### src/rtl/core/sle_pkg.sv
package sle_pkg;

    localparam int MODE_W         = 2;
    localparam int POS_W          = 7;
    localparam int STATUS_W       = 2;
    localparam int FOUND_W        = 7;
    localparam int COUNT_W        = 7;
    localparam int DEPTH_DEF      = 128;
    localparam int ELEM_WIDTH_DEF = 32;
    localparam int M_DATA_W       = ((STATUS_W + FOUND_W + COUNT_W + 7) / 8) * 8;

    typedef enum logic [MODE_W-1:0] {
        MODE_INSERT  = 2'd0,
        MODE_DELETE  = 2'd1,
        MODE_LOCATE  = 2'd2,
        MODE_REVERSE = 2'd3
    } mode_t;

    typedef enum logic [STATUS_W-1:0] {
        STATUS_OK       = 2'd0,
        STATUS_FULL     = 2'd1,
        STATUS_BADPOS   = 2'd2,
        STATUS_NOTFOUND = 2'd3
    } status_t;

    typedef enum logic [2:0] {
        ST_IDLE,
        ST_CHECK,
        ST_MOVE,
        ST_PUT,
        ST_SEARCH,
        ST_SWAP,
        ST_REPLY
    } state_t;

    typedef enum logic [1:0] {
        WALK_NONE,
        WALK_MOVE,
        WALK_SEARCH,
        WALK_SWAP
    } walk_t;

    typedef struct packed {
        logic  load;
        logic  setup;
        walk_t walk;
        logic  put;
        logic  emit;
    } ctrl_cmd_t;

    typedef struct packed {
        mode_t mode;
        logic  reject;
        logic  move_done;
        logic  search_done;
        logic  swap_done;
        logic  out_free;
    } ctrl_stat_t;

endpackage

### src/rtl/core/sle_ctrl.sv
module sle_ctrl (
    input  logic                  aclk,
    input  logic                  aresetn,
    input  logic                  s_tvalid,
    output logic                  s_tready,
    input  sle_pkg::ctrl_stat_t   stat,
    output sle_pkg::ctrl_cmd_t    cmd
);

    sle_pkg::state_t state_reg;
    sle_pkg::state_t state_next;

    always_ff @(posedge aclk) begin
        if (!aresetn) begin
            state_reg <= sle_pkg::ST_IDLE;
        end else begin
            state_reg <= state_next;
        end
    end

    always_comb begin
        state_next = state_reg;
        case (state_reg)
            sle_pkg::ST_IDLE: begin
                if (s_tvalid) begin
                    state_next = sle_pkg::ST_CHECK;
                end
            end
            sle_pkg::ST_CHECK: begin
                case (stat.mode)
                    sle_pkg::MODE_INSERT,
                    sle_pkg::MODE_DELETE: begin
                        state_next = stat.reject ? sle_pkg::ST_REPLY : sle_pkg::ST_MOVE;
                    end
                    sle_pkg::MODE_LOCATE: begin
                        state_next = sle_pkg::ST_SEARCH;
                    end
                    default: begin
                        state_next = sle_pkg::ST_SWAP;
                    end
                endcase
            end
            sle_pkg::ST_MOVE: begin
                if (stat.move_done) begin
                    state_next = (stat.mode == sle_pkg::MODE_INSERT) ? sle_pkg::ST_PUT
                                                                     : sle_pkg::ST_REPLY;
                end
            end
            sle_pkg::ST_PUT: begin
                state_next = sle_pkg::ST_REPLY;
            end
            sle_pkg::ST_SEARCH: begin
                if (stat.search_done) begin
                    state_next = sle_pkg::ST_REPLY;
                end
            end
            sle_pkg::ST_SWAP: begin
                if (stat.swap_done) begin
                    state_next = sle_pkg::ST_REPLY;
                end
            end
            sle_pkg::ST_REPLY: begin
                if (stat.out_free) begin
                    state_next = sle_pkg::ST_IDLE;
                end
            end
            default: begin
                state_next = sle_pkg::ST_IDLE;
            end
        endcase
    end

    always_comb begin
        s_tready  = 1'b0;
        cmd.load  = 1'b0;
        cmd.setup = 1'b0;
        cmd.walk  = sle_pkg::WALK_NONE;
        cmd.put   = 1'b0;
        cmd.emit  = 1'b0;
        case (state_reg)
            sle_pkg::ST_IDLE: begin
                s_tready = 1'b1;
                cmd.load = s_tvalid;
            end
            sle_pkg::ST_CHECK: begin
                cmd.setup = 1'b1;
            end
            sle_pkg::ST_MOVE: begin
                cmd.walk = sle_pkg::WALK_MOVE;
            end
            sle_pkg::ST_PUT: begin
                cmd.put = 1'b1;
            end
            sle_pkg::ST_SEARCH: begin
                cmd.walk = sle_pkg::WALK_SEARCH;
            end
            sle_pkg::ST_SWAP: begin
                cmd.walk = sle_pkg::WALK_SWAP;
            end
            sle_pkg::ST_REPLY: begin
                cmd.emit = stat.out_free;
            end
            default: begin
                s_tready = 1'b0;
            end
        endcase
    end

endmodule

### config.mk
export PLATFORM = sky130hd
export DESIGN_NAME = sle_ctrl
export DESIGN_NICKNAME = d
export VERILOG_FILES = /design/src/rtl/core/sle_pkg.sv /design/src/rtl/core/sle_ctrl.sv
export SDC_FILE = /design/constraint.sdc
export NUM_CORES = 1
export LEC_CHECK = 0
export ABC_AREA = 1
export BUFFER_PORTS_ARGS = -buffer_cell sky130_fd_sc_hd__buf_2
export CAP_MARGIN = 5
export CORE_AREA = 2 2 39 41
export DETAILED_ROUTE_END_ITERATION = 8
export DIE_AREA = 0 0 41 43
export PLACE_DENSITY = 0.58
export SLEW_MARGIN = 25
export SYNTH_ARGS = -nofsm -noshare
export SYNTH_HDL_FRONTEND = slang
export SYNTH_SLANG_ARGS = --single-unit
### constraint.sdc
create_clock -name aclk -period 2.1 [get_ports aclk]
set_input_delay 0.315 -clock aclk [delete_from_list [all_inputs] [get_ports aclk]]
set_output_delay 0.315 -clock aclk [all_outputs]
set_load 0.02 [all_outputs]
# ---- Word-level counts from Yosys, hierarchy flattened
# Cells that the tools add are included.
dict set report op_classes {
  n_eq_ne 13
  muxes 15
  n_reduce_logical 4
}
# op count
set op_table {}
lappend op_table {{2-to-1 mux 3 bit} 7}
lappend op_table {{case mux 3 bit (7 select lines)} 1}
lappend op_table {{inequality test 2 bit, second input constant} 5}
lappend op_table {{equality test 3 bit, second input constant} 3}
lappend op_table {{equality test 3 x 2 -> 1 bit, second input constant} 2}
lappend op_table {{case mux 2 bit (3 select lines)} 1}
lappend op_table {{case mux 3 bit (2 select lines)} 1}
lappend op_table {{2-to-1 mux 1 bit} 5}
lappend op_table {{AND reduction 5 bit} 1}
lappend op_table {{equality test 3 x 1 -> 1 bit, second input constant} 1}
lappend op_table {{logical NOT 3 bit} 1}
lappend op_table {{equality test 2 x 1 -> 1 bit, second input constant} 1}
lappend op_table {{equality test 2 bit, second input constant} 1}
lappend op_table {{logical NOT 2 bit} 1}
lappend op_table {{OR reduction 2 bit} 1}
dict set report totals {
  regBits 3
  in_bits 10
  output_inout_bits 7
}

# ---- Logic depth before layout (Yosys ltp)
dict set report depth {
  ltp_word 4
  depth_mapped 10
  ltp_nobuf 9
}

# ---- Worst setup path after synthesis
# OpenSTA, ideal clock, no wires.
dict set report synth_timing {
  kind {flip-flop to output port}
  start {reg state_reg[2]}
  end {out cmd[0] (netlist bit)}
  t_arrival_ns 1.198
  required_time_ns 1.785
  setup_slack_ns 0.587
  stages_incl_launch_ff 3
  path_buffers 0
  cell_sequence {dfxtp_1 inv_2 nor4_1}
}
# element line_no
set synth_rtl {}
lappend synth_rtl {{start, declared} sle_ctrl.sv:10} ;# sle_pkg::state_t state_reg;
lappend synth_rtl {{start signal, assigned} sle_ctrl.sv:15} ;# state_reg <= sle_pkg::ST_IDLE;
lappend synth_rtl {{start signal, assigned} sle_ctrl.sv:17} ;# state_reg <= state_next;
lappend synth_rtl {{end, declared} sle_ctrl.sv:7} ;# output sle_pkg::ctrl_cmd_t cmd

==> out/metrics.cfg <==
[routing]
wire_per_inst_um=8.532
drcViolationCount=0
dr.pass1.iters=4
ant_nets=0
via_per_inst=4.394
routed_wl_um=802
drt-initial-drc-count=9
vias=413

[logic_synthesis]
synth.avg_cell_area_um2=5.280
syn-cell-area_um2=311.5
ys_ff_latch=3
ys_seq_area_share_pct=19.28
yosysWarnings=0
ys_types=16
syn_inst=59
synth.net_count=69

[sta]
period_share_pct=74.66
hold_viol=0
tns_ns=0
tightest_slew_ns=0.3213
setup_viol=0
fmax_ghz=0.6378
fin_crit_ns=1.568
skew_ns=0.001019
max_slew_margin_pct=78.55
rsz0062_at_grt=false
drv_slew=0

[floorplanning]
row_count=14
core_area_um2=1384
die-area_um2=1763
fp.dieW_um=41
io_pins=17
fp.dieH_um=43
start_util_pct=22.51

[setup_path]
crit_required_ns=1.78
critPathTopFamily=flip-flops
arrival_ns=1.25
rr_worst_depth=7
critPathBufInv=2
cp_slowest_cell=dfxtp_1
worstSetupPathType=flip-flop to output pin
r2r-start=state_reg[0]
startpoint_type=flip-flop
cp_max_fo=8
max_stage_delay_ns=0.43
r2r_slack_ns=0.87
end_kind=output pin
crit_chain=inv_2 -> nor4_1 -> buf_2
regToRegEndpoint=state_reg[1]

[clocking]
post_cts_buffers=0
cts_hold_buf=0
clkSinkCount=3
clk_path_buf_depth=2
cts_tree=built
htree_levels=1
clk_pin_slew_ns=0.04
clock_latency_ns=0.23
numCtsBuffers=3
post_cts_resized=0
clock-root-buffer=clkbuf_4

[pwr]
powerDensity_nw_per_um2=1575
finalPower_mw=0.6777
leakagePower_nw=0.2623
ir_drop_uv=612.3

[placed_design]
io_buffer_count=16
gp_congestion=0.7910
dp_hpwl_um=663.6

[worst_hold_path]
whs_path_depth=3
hold_path_end=state_reg[0]
hp-start=aresetn
worst_hold_path_type=primary input to flip-flop

[final_layout]
layout_common_cells=nand2_1 (16), buf_2 (16), nor2_1 (11), inv_1 (9), nand3_1 (6)
n_antenna_cell=0
fin_nets=89
drive_gt1_share_pct=33.33
area_growth_pct=38.15
largest_reg_flops=3

[global_routing]
overflow=0
grt_use_total_pct=11.84
grt_pass1_vias=404
grt_pass1_wl_um=1414
antenna_found_initial=0
grt_max_degree=9

[job]
maxCapViolCount=0

[outcome]
status=complete, no violations

[area by class of cell]
| cell class | count | area (um2) |
|---|---|---|
| clock buffer | 4 | 26.28 |
| tap | 16 | 20.02 |
| fill | 166 | 953.4 |
| sequential | 3 | 60.06 |
| inverter | 11 | 41.29 |
| multi-input combinational | 44 | 202.7 |
| timing repair buffer | 16 | 80.08 |
[power breakdown]
group	switching, mW	internal, mW
registers	0.0495	0.0849
clock network	0.0314	0.0713
logic	0.293	0.148
total	0.374	0.304
[logic make-up after synthesis]
group | Yosys count | share of synthesized area, %
buffers and inverters | 12 | 15.66
flip-flops | 3 | 19.28
AO/OA/AOI/OAI | 4 | 7.630
AND/OR/NAND/NOR | 40 | 57.43
[cell usage after synthesis]
cell type  instances  area [um2]
nand3_1            6       30.03
buf_4              1       7.510
nand2_1           16       60.06
o21ai_0            2       10.01
inv_2              2       7.510
nand2_2            1       6.260
nor4_1             1       6.260
nor2_2             2       12.51
a21oi_2            1       8.760
nor3_1             1       5.000
dfxtp_1            3       60.06
nor2_1            11       41.29
nand4_1            1       6.260
inv_1              9       33.78
nor2_4             1       11.26
a21oi_1            1       5.000
[worst max-delay path by stage]
stage / slack (ns) / cells past startpoint / startpoint / endpoint
finish: 0.53 / 3 / state_reg[2] / cmd[0]
global route: 0.38 / 3 / state_reg[2] / cmd[0]
CTS: 0.51 / 3 / state_reg[2] / cmd[0]
detailed placement: 0.77 / 3 / state_reg[2] / cmd[0]
global placement: 0.75 / 3 / state_reg[2] / cmd[0]
floorplan: 0.59 / 2 / state_reg[2] / cmd[0]
[worst register-to-register path: cells and delay by family, from the launching register on]
kind	cells	cell delay, ns
simple gates	7	0.62
flops	1	0.50
[through the flow]
step	cell area (um2)	setup slack [ns]	std cells	hold slack (ns)	util, %
2_1_floorplan	311.5	0.5873	59	0.4355	-
3_3_place_gp	404.1	0.7500	90	0.5410	29.20
3_5_place_dp	404.1	0.7706	90	0.5510	29.20
4_1_cts	430.4	0.5117	94	0.3269	31.10
5_1_grt	430.4	0.3813	94	0.3365	31.10
6_report	430.4	0.5322	94	0.3294	31.10
[layer usage]
layer  track usage, %  part of all wire (%)
met2            15.63                    47
met4            10.00                   2.2
met3            4.712                   7.1
met1            14.10                    44
met5                0                     0
Power figures use the tool's default switching activity.
